[src/hdl/md2_hash_variable_rounds_unit_assert.svh]
// assertion macros for the md2 hash unit
`ifndef MD2_HASH_VARIABLE_ROUNDS_UNIT_ASSERT_SVH
`define MD2_HASH_VARIABLE_ROUNDS_UNIT_ASSERT_SVH

// property that holds at every edge outside reset
`define MD2_ASSERT(lbl, prop, msg) \
   lbl: assert property (@(posedge clock) disable iff (reset) (prop)) else $error(msg);

// implication checked in the cycle after the antecedent
`define MD2_ASSERT_NEXT(lbl, ante, cons, msg) \
   lbl: assert property (@(posedge clock) disable iff (reset) (ante) |=> (cons)) \
      else $error(msg);

`endif

[src/hdl/md2_pkg.sv]
// package with transaction types and the substitution table of the md2 hash unit
package md2_pkg;

   localparam int BLOCK_BYTES = 16;
   localparam int STATE_BYTES = 48;
   localparam logic [7:0] ROUND_COUNT_RESET = 8'd18;

   typedef struct packed {
      logic       action;
      logic [7:0] message_byte;
   } req_type;

   typedef struct packed {
      logic [7:0] digest_byte;
      logic [3:0] digest_index;
      logic       digest_last;
   } rsp_type;

   localparam logic [7:0] SBOX [0:255] = '{
      8'd41,  8'd46,  8'd67,  8'd201, 8'd162, 8'd216, 8'd124, 8'd1,
      8'd61,  8'd54,  8'd84,  8'd161, 8'd236, 8'd240, 8'd6,   8'd19,
      8'd98,  8'd167, 8'd5,   8'd243, 8'd192, 8'd199, 8'd115, 8'd140,
      8'd152, 8'd147, 8'd43,  8'd217, 8'd188, 8'd76,  8'd130, 8'd202,
      8'd30,  8'd155, 8'd87,  8'd60,  8'd253, 8'd212, 8'd224, 8'd22,
      8'd103, 8'd66,  8'd111, 8'd24,  8'd138, 8'd23,  8'd229, 8'd18,
      8'd190, 8'd78,  8'd196, 8'd214, 8'd218, 8'd158, 8'd222, 8'd73,
      8'd160, 8'd251, 8'd245, 8'd142, 8'd187, 8'd47,  8'd238, 8'd122,
      8'd169, 8'd104, 8'd121, 8'd145, 8'd21,  8'd178, 8'd7,   8'd63,
      8'd148, 8'd194, 8'd16,  8'd137, 8'd11,  8'd34,  8'd95,  8'd33,
      8'd128, 8'd127, 8'd93,  8'd154, 8'd90,  8'd144, 8'd50,  8'd39,
      8'd53,  8'd62,  8'd204, 8'd231, 8'd191, 8'd247, 8'd151, 8'd3,
      8'd255, 8'd25,  8'd48,  8'd179, 8'd72,  8'd165, 8'd181, 8'd209,
      8'd215, 8'd94,  8'd146, 8'd42,  8'd172, 8'd86,  8'd170, 8'd198,
      8'd79,  8'd184, 8'd56,  8'd210, 8'd150, 8'd164, 8'd125, 8'd182,
      8'd118, 8'd252, 8'd107, 8'd226, 8'd156, 8'd116, 8'd4,   8'd241,
      8'd69,  8'd157, 8'd112, 8'd89,  8'd100, 8'd113, 8'd135, 8'd32,
      8'd134, 8'd91,  8'd207, 8'd101, 8'd230, 8'd45,  8'd168, 8'd2,
      8'd27,  8'd96,  8'd37,  8'd173, 8'd174, 8'd176, 8'd185, 8'd246,
      8'd28,  8'd70,  8'd97,  8'd105, 8'd52,  8'd64,  8'd126, 8'd15,
      8'd85,  8'd71,  8'd163, 8'd35,  8'd221, 8'd81,  8'd175, 8'd58,
      8'd195, 8'd92,  8'd249, 8'd206, 8'd186, 8'd197, 8'd234, 8'd38,
      8'd44,  8'd83,  8'd13,  8'd110, 8'd133, 8'd40,  8'd132, 8'd9,
      8'd211, 8'd223, 8'd205, 8'd244, 8'd65,  8'd129, 8'd77,  8'd82,
      8'd106, 8'd220, 8'd55,  8'd200, 8'd108, 8'd193, 8'd171, 8'd250,
      8'd36,  8'd225, 8'd123, 8'd8,   8'd12,  8'd189, 8'd177, 8'd74,
      8'd120, 8'd136, 8'd149, 8'd139, 8'd227, 8'd99,  8'd232, 8'd109,
      8'd233, 8'd203, 8'd213, 8'd254, 8'd59,  8'd0,   8'd29,  8'd57,
      8'd242, 8'd239, 8'd183, 8'd14,  8'd102, 8'd88,  8'd208, 8'd228,
      8'd166, 8'd119, 8'd114, 8'd248, 8'd235, 8'd117, 8'd75,  8'd10,
      8'd49,  8'd68,  8'd80,  8'd180, 8'd143, 8'd237, 8'd31,  8'd26,
      8'd219, 8'd153, 8'd141, 8'd51,  8'd159, 8'd17,  8'd131, 8'd20
   };

endpackage

[src/hdl/md2_hash_variable_rounds_unit.sv]
// md2 hash unit with a programmable round count, byte-serial datapath
//
// Usage: each req transaction carries one message byte (action 0) or a finish
// command (action 1). A finish pads the open block, compresses it, compresses
// the checksum and then offers the 16 digest bytes on rsp, index 0 first,
// digest_last set on index 15. The csr channel writes round_count (18 = MD2).
// Timing: the mix state, checksum and block are byte shift registers, and one
// byte passes the substitution table per cycle. The byte that fills a block
// starts a compression: a load pass over the 16 block bytes, then
// round_count rounds over the 48-byte state. A finish pads the open block
// with 16 - fill pad bytes, runs two compressions (block, then checksum),
// then offers 16 digest transactions. req_stall stays high until the
// previous transaction is fully done.
// Reset: mix state, checksum and fill clear to zero, round_count returns to 18.
// A stalled rsp holds its byte; the unit waits and loses nothing. After the
// last digest byte the hash returns to its cleared state.
`include "md2_hash_variable_rounds_unit_assert.svh"

module md2_hash_variable_rounds_unit (
   input  logic             clock,
   input  logic             reset,
   input  logic             req_valid,
   output logic             req_stall,
   input  md2_pkg::req_type req_data,
   output logic             rsp_valid,
   input  logic             rsp_stall,
   output md2_pkg::rsp_type rsp_data,
   input  logic             csr_valid,
   output logic             csr_ready,
   input  logic [7:0]       csr_data
);

   localparam int SB = md2_pkg::BLOCK_BYTES;
   localparam int SS = md2_pkg::STATE_BYTES;

   localparam logic [2:0] ST_IDLE  = 3'd0;
   localparam logic [2:0] ST_PAD   = 3'd1;
   localparam logic [2:0] ST_LOAD  = 3'd2;
   localparam logic [2:0] ST_ROUND = 3'd3;
   localparam logic [2:0] ST_EMIT  = 3'd4;

   logic [2:0] state_ff, state_in;
   logic [3:0] fill_ff, fill_in;
   logic [7:0] rounds_ff, rounds_in;
   logic [5:0] cnt_ff, cnt_in;
   logic [7:0] rnd_ff, rnd_in;
   logic [7:0] t_ff, t_in;
   logic [7:0] pad_ff, pad_in;
   logic       fin_ff, fin_in;
   logic       src_cs_ff, src_cs_in;
   logic [7:0] st_ff [SS];
   logic [7:0] st_in [SS];
   logic [7:0] cs_ff [SB];
   logic [7:0] cs_in [SB];
   logic [7:0] bb_ff [SB];
   logic [7:0] bb_in [SB];

   logic       req_fire, rsp_fire, cmp_done;
   logic [7:0] m_byte, mix_x, cs_new;

   // handshakes
   assign req_stall = (state_ff != ST_IDLE);
   assign req_fire  = req_valid && !req_stall;
   assign rsp_valid = (state_ff == ST_EMIT);
   assign rsp_fire  = rsp_valid && !rsp_stall;
   assign csr_ready = 1'b1;

   // result transaction straight from the head of the mix state
   assign rsp_data.digest_byte  = st_ff[0];
   assign rsp_data.digest_index = cnt_ff[3:0];
   assign rsp_data.digest_last  = (cnt_ff[3:0] == 4'd15);

   // byte-wide datapath: block byte, round mix and checksum byte
   assign m_byte = src_cs_ff ? cs_ff[0] : bb_ff[0];
   assign mix_x  = st_ff[0] ^ md2_pkg::SBOX[t_ff];
   assign cs_new = cs_ff[0] ^ md2_pkg::SBOX[m_byte ^ cs_ff[15]];

   // next state
   always_comb begin
      state_in  = state_ff;
      fill_in   = fill_ff;
      rounds_in = rounds_ff;
      cnt_in    = cnt_ff;
      rnd_in    = rnd_ff;
      t_in      = t_ff;
      pad_in    = pad_ff;
      fin_in    = fin_ff;
      src_cs_in = src_cs_ff;
      st_in     = st_ff;
      cs_in     = cs_ff;
      bb_in     = bb_ff;
      cmp_done  = 1'b0;

      if (csr_valid && csr_ready) begin
         rounds_in = csr_data;
      end

      case (state_ff)
         ST_IDLE: begin
            if (req_fire) begin
               if (req_data.action) begin
                  fin_in    = 1'b1;
                  src_cs_in = 1'b0;
                  pad_in    = {3'b000, 5'd16 - {1'b0, fill_ff}};
                  state_in  = ST_PAD;
               end else begin
                  for (int i = 0; i < SB - 1; i++) bb_in[i] = bb_ff[i + 1];
                  bb_in[SB - 1] = req_data.message_byte;
                  fill_in = fill_ff + 4'd1;
                  if (fill_ff == 4'd15) begin
                     fin_in    = 1'b0;
                     src_cs_in = 1'b0;
                     cnt_in    = '0;
                     t_in      = '0;
                     state_in  = ST_LOAD;
                  end
               end
            end
         end
         ST_PAD: begin
            for (int i = 0; i < SB - 1; i++) bb_in[i] = bb_ff[i + 1];
            bb_in[SB - 1] = pad_ff;
            fill_in = fill_ff + 4'd1;
            if (fill_ff == 4'd15) begin
               cnt_in   = '0;
               t_in     = '0;
               state_in = ST_LOAD;
            end
         end
         ST_LOAD: begin
            // first third rotates, second takes the block, third its xor
            for (int i = 0; i < SB - 1; i++) begin
               st_in[i]          = st_ff[i + 1];
               st_in[SB + i]     = st_ff[SB + i + 1];
               st_in[2 * SB + i] = st_ff[2 * SB + i + 1];
            end
            st_in[SB - 1]     = st_ff[0];
            st_in[2 * SB - 1] = m_byte;
            st_in[SS - 1]     = m_byte ^ st_ff[0];
            for (int i = 0; i < SB - 1; i++) begin
               bb_in[i] = bb_ff[i + 1];
               cs_in[i] = cs_ff[i + 1];
            end
            bb_in[SB - 1] = bb_ff[0];
            cs_in[SB - 1] = src_cs_ff ? cs_ff[0] : cs_new;
            cnt_in = cnt_ff + 6'd1;
            if (cnt_ff == 6'(SB - 1)) begin
               cnt_in = '0;
               rnd_in = '0;
               if (rounds_ff == 8'd0) begin
                  cmp_done = 1'b1;
               end else begin
                  state_in = ST_ROUND;
               end
            end
         end
         ST_ROUND: begin
            // one substitution per cycle around the 48 byte ring
            for (int i = 0; i < SS - 1; i++) st_in[i] = st_ff[i + 1];
            st_in[SS - 1] = mix_x;
            t_in   = mix_x;
            cnt_in = cnt_ff + 6'd1;
            if (cnt_ff == 6'(SS - 1)) begin
               cnt_in = '0;
               t_in   = mix_x + rnd_ff;
               rnd_in = rnd_ff + 8'd1;
               if (rnd_ff == rounds_ff - 8'd1) begin
                  cmp_done = 1'b1;
               end
            end
         end
         ST_EMIT: begin
            if (rsp_fire) begin
               for (int i = 0; i < SS - 1; i++) st_in[i] = st_ff[i + 1];
               st_in[SS - 1] = st_ff[0];
               cnt_in = cnt_ff + 6'd1;
               if (cnt_ff[3:0] == 4'd15) begin
                  for (int i = 0; i < SS; i++) st_in[i] = '0;
                  for (int i = 0; i < SB; i++) cs_in[i] = '0;
                  cnt_in    = '0;
                  fin_in    = 1'b0;
                  src_cs_in = 1'b0;
                  state_in  = ST_IDLE;
               end
            end
         end
         default: begin
            state_in = ST_IDLE;
         end
      endcase

      // sequencing after a compression
      if (cmp_done) begin
         cnt_in = '0;
         if (!fin_ff) begin
            state_in = ST_IDLE;
         end else if (!src_cs_ff) begin
            src_cs_in = 1'b1;
            t_in      = '0;
            state_in  = ST_LOAD;
         end else begin
            state_in = ST_EMIT;
         end
      end
   end

   // control and hash state registers
   always_ff @(posedge clock) begin
      if (reset) begin
         state_ff  <= ST_IDLE;
         fill_ff   <= '0;
         rounds_ff <= md2_pkg::ROUND_COUNT_RESET;
         cnt_ff    <= '0;
         fin_ff    <= 1'b0;
         src_cs_ff <= 1'b0;
         for (int i = 0; i < SS; i++) st_ff[i] <= '0;
         for (int i = 0; i < SB; i++) cs_ff[i] <= '0;
      end else begin
         state_ff  <= state_in;
         fill_ff   <= fill_in;
         rounds_ff <= rounds_in;
         cnt_ff    <= cnt_in;
         fin_ff    <= fin_in;
         src_cs_ff <= src_cs_in;
         st_ff     <= st_in;
         cs_ff     <= cs_in;
      end
   end

   // payload registers
   always_ff @(posedge clock) begin
      rnd_ff <= rnd_in;
      t_ff   <= t_in;
      pad_ff <= pad_in;
      bb_ff  <= bb_in;
   end

   // checks
   `MD2_ASSERT(a_emit_fill_zero, (state_ff != ST_EMIT) || (fill_ff == 4'd0),
      "block fill not zero while emitting digest")
   `MD2_ASSERT(a_cnt_range, (state_ff != ST_ROUND) || (cnt_ff < 6'(SS)),
      "round byte counter out of range")
   `MD2_ASSERT(a_cs_pass_in_finish, !src_cs_ff || fin_ff,
      "checksum compression outside a finish")
   `MD2_ASSERT_NEXT(a_clear_after_last, rsp_fire && rsp_data.digest_last,
      (state_ff == ST_IDLE) && (cs_ff[SB - 1] == 8'd0) && (st_ff[0] == 8'd0),
      "hash not cleared after last digest byte")

endmodule
[config.mk]
export PLATFORM = sky130hd
export DESIGN_NAME = md2_hash_variable_rounds_unit
export DESIGN_NICKNAME = d
export VERILOG_FILES = /design/src/hdl/md2_pkg.sv /design/src/hdl/md2_hash_variable_rounds_unit.sv
export VERILOG_INCLUDE_DIRS = /design/src /design/src/hdl
export SDC_FILE = /design/constraint.sdc
export NUM_CORES = 2
export LEC_CHECK = 0
export CAP_MARGIN = 25
export CORE_MARGIN = 1.5
export CORE_UTILIZATION = 35
export CTS_CLUSTER_SIZE = 25
export DETAILED_ROUTE_END_ITERATION = 8
export DONT_BUFFER_PORTS = 1
export GPL_TIMING_DRIVEN = 0
export PLACE_DENSITY = 0.53
export SETUP_SLACK_MARGIN = 0.15
export SLEW_MARGIN = 20
export SYNTH_ARGS = -nofsm -noshare
export SYNTH_HDL_FRONTEND = slang
export SYNTH_SLANG_ARGS = --single-unit
[constraint.sdc]
create_clock -name clock -period 18.6 [get_ports clock]
set_clock_uncertainty 0.15 [all_clocks]
set_input_delay 3.72 -clock clock [delete_from_list [all_inputs] [get_ports clock]]
set_output_delay 3.72 -clock clock [all_outputs]
set_load 0.005 [all_outputs]
# Word-level counts from Yosys, hierarchy flattened
# Memories as Yosys holds them, arrays and structs flattened.
# Cells that the tools add are included.
dict set report word_totals {
  mem_count 2
  output_inout_bits 16
  inputBits 22
  regBits 684
  mem_bits_ro 4096
}
# memory depth word_bits rd rd_ports_with_merged_regs wr line_no
set memory_table {}
lappend memory_table {{(no name shown)} 256 8 1 0 0 md2_hash_variable_rounds_unit.sv:76} ;# assign cs_new = cs_ff[0] ^ md2_pkg::SBOX[m_byte ^ cs_ff[15]];
lappend memory_table {{(no name shown)} 256 8 1 0 0 md2_hash_variable_rounds_unit.sv:75} ;# assign mix_x = st_ff[0] ^ md2_pkg::SBOX[t_ff];
dict set report classes {
  n_lt_le_gt_ge 2
  reduce_logical 24
  n_mux 68
  eq_ne 22
  bitwise_logic 6
  addsub 6
}
# cell count
set op_table {}
lappend op_table {{one-hot mux 384 bit (3 select lines)} 1}
lappend op_table {{2-to-1 mux 384 bit} 2}
lappend op_table {{2-to-1 mux 128 bit} 4}
lappend op_table {{one-hot mux 128 bit (3 select lines)} 1}
lappend op_table {{one-hot mux 128 bit (2 select lines)} 1}
lappend op_table {{2-to-1 mux 8 bit} 15}
lappend op_table {{2-to-1 mux 6 bit} 7}
lappend op_table {{XOR 8 bit} 4}
lappend op_table {{2-to-1 mux 3 bit} 10}
lappend op_table {{one-hot mux 6 bit (5 select lines)} 1}
lappend op_table {{one-hot mux 8 bit (3 select lines)} 1}
lappend op_table {{greater-or-equal comparator 9 bit, second input constant} 2}
lappend op_table {{NOT 8 -> 9 bit} 2}
lappend op_table {{2-to-1 mux 1 bit} 17}
lappend op_table {{one-hot mux 8 bit (2 select lines)} 1}
lappend op_table {{one-hot mux 3 bit (5 select lines)} 1}
lappend op_table {{AND reduction 3 bit} 5}
lappend op_table {{inequality test 3 bit, second input constant} 4}
lappend op_table {{inequality test 2 bit, second input constant} 5}
lappend op_table {{nonzero test 3 bit} 3}
lappend op_table {{adder 8 x 1 -> 8 bit, second input constant} 1}
lappend op_table {{adder 8 bit} 1}
lappend op_table {{equality test 4 bit, second input constant} 2}
lappend op_table {{equality test 8 bit} 1}
lappend op_table {{25 further kinds} 36}

# Logic depth before layout (Yosys ltp)
dict set report depth {
  word_depth 11
  ltp_mapped 22
  mapped_depth_nobuf 20
}

# Worst setup path after synthesis
# OpenSTA, ideal clock, no wires.
dict set report synth_timing {
  kind {input to register}
  from {input req_valid}
  to {register bb_ff[0] (netlist bit) (enable)}
  path_slack_ns 4.263
  t_required_ns 17.646
  path_buffers 0
  setup_time_ns 0.804
  arrival_ns 13.383
  cell_stages 3
  path_cell_list {nor2b_1 -> nor3_1 -> a211oi_1}
}
dict set report synth_between {
  elab_chain_len 3
}
# item line_no
set synth_rtl {}
lappend synth_rtl {{start: declaration} md2_hash_variable_rounds_unit.sv:22} ;# input logic req_valid,
lappend synth_rtl {{logical AND 1 bit} md2_hash_variable_rounds_unit.sv:63} ;# assign req_fire = req_valid && !req_stall;
lappend synth_rtl {{inequality test 2 bit (no line)} --}
lappend synth_rtl {{AND reduction 3 bit (no line)} --}
lappend synth_rtl {{end signal: assignment} md2_hash_variable_rounds_unit.sv:235} ;# bb_ff <= bb_in;
lappend synth_rtl {{end: declaration} md2_hash_variable_rounds_unit.sv:55} ;# logic [7:0] bb_ff [SB];
# Every way passes these cells.
# A chain may end at the register's enable or synchronous reset.

# Worst setup path after layout
dict set report layout_timing {
  from {register t_ff[0]}
  to {register t_ff[7]}
}
dict set report layout_between {
  elab_chain_len 11
}
# item line_no
set layout_rtl {}
lappend layout_rtl {{start: declaration} md2_hash_variable_rounds_unit.sv:47} ;# logic [7:0] t_ff, t_in;
lappend layout_rtl {{start signal: assignment} md2_hash_variable_rounds_unit.sv:233} ;# t_ff <= t_in;
lappend layout_rtl {{NOT 8 -> 9 bit (implied by the code) *} md2_hash_variable_rounds_unit.sv:75}
lappend layout_rtl {{memory read (256 x 8 bit) *} --}
lappend layout_rtl {{2-to-1 mux 8 bit (implied by the code) * (2 in series)} md2_hash_variable_rounds_unit.sv:75}
lappend layout_rtl {{XOR 8 bit *} md2_hash_variable_rounds_unit.sv:75}
lappend layout_rtl {{adder 8 bit} md2_hash_variable_rounds_unit.sv:165} ;# t_in = mix_x + rnd_ff;
lappend layout_rtl {{2-to-1 mux 8 bit *} md2_hash_variable_rounds_unit.sv:163} ;# if (cnt_ff == 6'(SS - 1)) begin
lappend layout_rtl {{one-hot mux 8 bit (3 select lines) *} md2_hash_variable_rounds_unit.sv:98} ;# case (state_ff)
lappend layout_rtl {{2-to-1 mux 8 bit} md2_hash_variable_rounds_unit.sv:197} ;# end else if (!src_cs_ff) begin
lappend layout_rtl {{2-to-1 mux 8 bit} md2_hash_variable_rounds_unit.sv:195} ;# if (!fin_ff) begin
lappend layout_rtl {{2-to-1 mux 8 bit *} md2_hash_variable_rounds_unit.sv:193} ;# if (cmp_done) begin
lappend layout_rtl {{via t_in[7]} md2_hash_variable_rounds_unit.sv:47}
# Mark *: on every way through the listed nets, which the timed path passes. The rest lies on a longest branch. The select of a mux whose other input is x is not followed.

==> run metrics <==
final hold vios 0; power after layout 3310 uW; Detail Placement HPWL 87.1 mm; gp weighted congestion 1.05; clk_lat worst skew 0.63 ns; final setup fails 0; P per Cell Area 92.3 mW/mm2; Critical Path Max Stage Delay 0.68 ns; Arrival @ worst endpoint 7.62 ns; reported leakage power about 0.012 uW; worst setup slack before clock tree synthesis ~12 ns; largest net degree at the start of global routing 17; clock share of power 43.5%; DRC 0; sequential group share of total power 47.3%; clock buffers created by TritonCTS 75; portion of total power attributed to combinational logic 9.3%; transition time at the pin with the least slew margin 1.17 ns; worst max-slew margin expressed relative to the limit 22.0%; clock slew at the register clock pins of the worst setup and hold paths approximately 0.060 ns; worst reg2reg path endpoint t_ff[7]$_DFF_P_; FF-to-FF path depth 22; most used standard cells in the synthesized netlist 543 x sky130_fd_sc_hd__dfxtp_1, 500 x sky130_fd_sc_hd__nand2_1, 486 x sky130_fd_sc_hd__a21oi_1; hold buffer count at CTS 0; Critical Path Slowest Stage Cell sky130_fd_sc_hd__clkbuf_1; routed length per placed instance 24.5 um; Clock Path Buffers 3; effective utilization at floorplan 35.4%; Synth area leader sky130_fd_sc_hd__dfxtp_1; Setup crit start kind flop; Synth cell types between 90 and 100; Syn Nets 3769; fraction of the yosys area taken by sequential cells 47.4%; CTS Sinks slightly below 700; dominant synthesized flop cell sky130_fd_sc_hd__dfxtp_1; maxcap violations 0; proportion of total power due to net switching ~26%; cell depth of the worst min-delay path 0; CTS Root Cell sky130_fd_sc_hd__clkbuf_16; result of the run finished, final reports clean; share of the clock period used by the worst path between 30% and 40%; count of flip-flops with a built-in enable after synthesis 141; Data required, critical path between 15 and 20 ns; total negative slack 0 ns; Global Route Usage Sum about a quarter; internal power 2460 uW; standard-cell row count 110; dominant cell type by count on the critical path sky130_fd_sc_hd__clkbuf_1; Critical Path End Type flop; Post-Route WL 123 mm; Die Wd between 300 and 400 um; most instantiated library cell after synthesis sky130_fd_sc_hd__dfxtp_1; initial antenna violation count 1; post-layout worst setup margin 11.33 ns; async set-or-reset flop fraction in the synthesized netlist 0%; area share of the largest cell type after synthesis 34.1%; final number of max-transition violations 0; Iteration-0 DRC Markers 3164; hold crit path type flop to flop; Vert. Die Dim 305 um; overflow left after global routing 0; maximum operating frequency 138 MHz; number of post-CTS setup repair buffers 0; minimum clock period 7.27 ns; num ports 38; setup repair after global routing missed its margin false; Post-CTS Resized 0; number of routed nets with antenna violations 0; Syn Std Cell Area about 0.032 mm2; net switching power figure 858 uW; Mapped Avg Cell Area 8.59 um2; Die ar. 0.0928 mm2; FF+latch count, synth 684; DR vias 29300; Pre-Repair DR Iteration Count 8; crit path from t_ff[0]$_DFF_P_; Port-buffer cells 0; first-pass GRT wire length 183 mm; proportion of layout cells with a drive suffix above 1 7.09%; TritonCTS clock tree yes; via count of the first global-routing pass 28000; worst-path maximum fanout 11; Worst setup endpoint t_ff[7]$_DFF_P_; number of synthesis warnings 0; peak supply drop a little under 0.07 mV; critical-path cell list clkbuf_1 > inv_1 > ha_1 > clkbuf_1 > clkbuf_1 > nor2_1 > o21ai_0 > a31oi_1 > mux4_2 > mux2i_1 > xor2_1 > inv_1 > ha_1 > a21o_1 > a21oi_1 > o21bai_1 > a2111oi_0 > or3_1 > nand3_1 > xnor2_1 > a22oi_1 > nor2_1; drt via density between 5 and 6; count of inserted antenna diode cells 0; largest cells by area after synthesis sky130_fd_sc_hd__dfxtp_1 34%, sky130_fd_sc_hd__edfxtp_1 13%, sky130_fd_sc_hd__a21oi_1 7.6%; startpoint-to-endpoint class of the critical path flop to flop; Syn-to-layout area delta 12.8%; Post-Synthesis Cells 3706; number of levels the H-tree was split into 3; setup slack of the worst register-to-register path ~11 ns; Core Footprint 0.0900 mm2; number of nets in the layout ~3900; worst r2r src t_ff[0]$_DFF_P_
placed cells by master (no fill, tap or decap), types with 12 or more instances in the layout:
master	count
sky130_fd_sc_hd__xnor2_1	32
sky130_fd_sc_hd__ha_1	40
sky130_fd_sc_hd__o221ai_1	15
sky130_fd_sc_hd__buf_4	17
sky130_fd_sc_hd__o22ai_1	13
sky130_fd_sc_hd__mux2i_1	29
sky130_fd_sc_hd__buf_2	58
sky130_fd_sc_hd__nand2b_1	27
sky130_fd_sc_hd__clkbuf_1	295
sky130_fd_sc_hd__a211oi_1	27
sky130_fd_sc_hd__a22oi_1	142
sky130_fd_sc_hd__a221oi_1	27
sky130_fd_sc_hd__dfxtp_1	543
sky130_fd_sc_hd__o21ai_0	116
sky130_fd_sc_hd__xor2_1	26
sky130_fd_sc_hd__inv_1	33
sky130_fd_sc_hd__nor2_1	300
sky130_fd_sc_hd__a31oi_1	26
sky130_fd_sc_hd__o31ai_1	14
sky130_fd_sc_hd__nand2_1	500
sky130_fd_sc_hd__o211ai_1	35
sky130_fd_sc_hd__a311oi_1	14
sky130_fd_sc_hd__nor3_1	52
sky130_fd_sc_hd__and3_1	13
sky130_fd_sc_hd__nand3_1	397
sky130_fd_sc_hd__a21oi_1	486
sky130_fd_sc_hd__a22o_1	12
sky130_fd_sc_hd__a21o_1	14
sky130_fd_sc_hd__clkbuf_16	77
sky130_fd_sc_hd__mux4_2	31
sky130_fd_sc_hd__edfxtp_1	141
sky130_fd_sc_hd__clkinv_1	12
sky130_fd_sc_hd__nor2b_1	26
power groups by stage:
| stage | clock, uW | sequential (uW) | combinational, uW |
|---|---|---|---|
| 6_report | 1440 | 1570 | 307 |
| 5_1_grt | 1540 | 1570 | 314 |
| 4_1_cts | 1480 | 1570 | 291 |
| 3_5_place_dp | 0 | 1600 | 290 |
| 3_3_place_gp | 0 | 1610 | 293 |
| 2_1_floorplan | 0 | 1600 | 165 |
worst min-delay path by stage:
stage | end | slack [ns] | start
2_1_floorplan | bb_ff[100]$_DFFE_PP_ | 0.25 | bb_ff[92]$_DFFE_PP_
3_3_place_gp | bb_ff[39]$_DFFE_PP_ | 0.25 | bb_ff[31]$_DFFE_PP_
3_5_place_dp | bb_ff[107]$_DFFE_PP_ | 0.25 | bb_ff[99]$_DFFE_PP_
4_1_cts | bb_ff[104]$_DFFE_PP_ | 0.26 | bb_ff[96]$_DFFE_PP_
5_1_grt | bb_ff[97]$_DFFE_PP_ | 0.27 | bb_ff[89]$_DFFE_PP_
6_report | bb_ff[72]$_DFFE_PP_ | 0.26 | bb_ff[64]$_DFFE_PP_
sequential cells by signal, summed over array words and instances, names as in the netlist:
register,count
rsp_data,8
cnt_ff,6
rounds_ff,8
fill_ff,4
bb_ff,128
rnd_ff,8
fin_ff,1
cs_ff,128
state_ff,3
src_cs_ff,1
t_ff,8
st_ff,376
pad_ff,5
metrics by stage:
step           area, um2  util [%]  cells  hold slack, ns
2_1_floorplan      31800         -   3706           0.250
3_3_place_gp       33300      37.0   4882           0.253
3_5_place_dp       33500      37.2   4894           0.255
4_1_cts            35900      39.9   5025           0.255
5_1_grt            35900      39.9   5025           0.274
6_report           35900      39.9   5025           0.258
worst max-delay path: cells and delay by family, from the launching register on:
family          cells  cell delay, ns
xor+xnor            2            0.52
compound gates      7            1.44
fa+ha+maj           2            0.71
buf+inv             5            2.37
flops               1            0.67
mux                 2            0.82
simple gates        4            0.43
kinds of logic (layout without fill, tap and decap cells):
family                   count (synthesis)  after routing  synth area share (%)
adder cells (fa/ha/maj)                 41             41                  1.63
XOR/XNOR                                65             65                  1.99
multiplexers                            74             74                  3.69
AO/OA/AOI/OAI                         1048           1048                  20.6
AND/OR/NAND/NOR                       1385           1385                  19.3
other                                    1              1                0.0118
flip-flops                             684            684                  47.4
buffers and inverters                  408            551                  5.34
final cells by class:
| type | count | area [um2] |
|---|---|---|
| fillers | 9322 | 54100 |
| flip-flops and latches | 684 | 15100 |
| clock inverters | 27 | 287 |
| inverters | 40 | 153 |
| multi-input cells | 2614 | 15100 |
| clock buffers | 104 | 2140 |
| well taps | 1176 | 1470 |
| repair buffers | 12 | 144 |
| plain buffers | 368 | 1550 |
layer usage:
layer	track usage, %	wire (um)
met2	36.5	50100
met3	6.59	11500
met5	0	13
met4	11.6	5730
met1	36.8	55600
(Power assumes the default switching activity.)
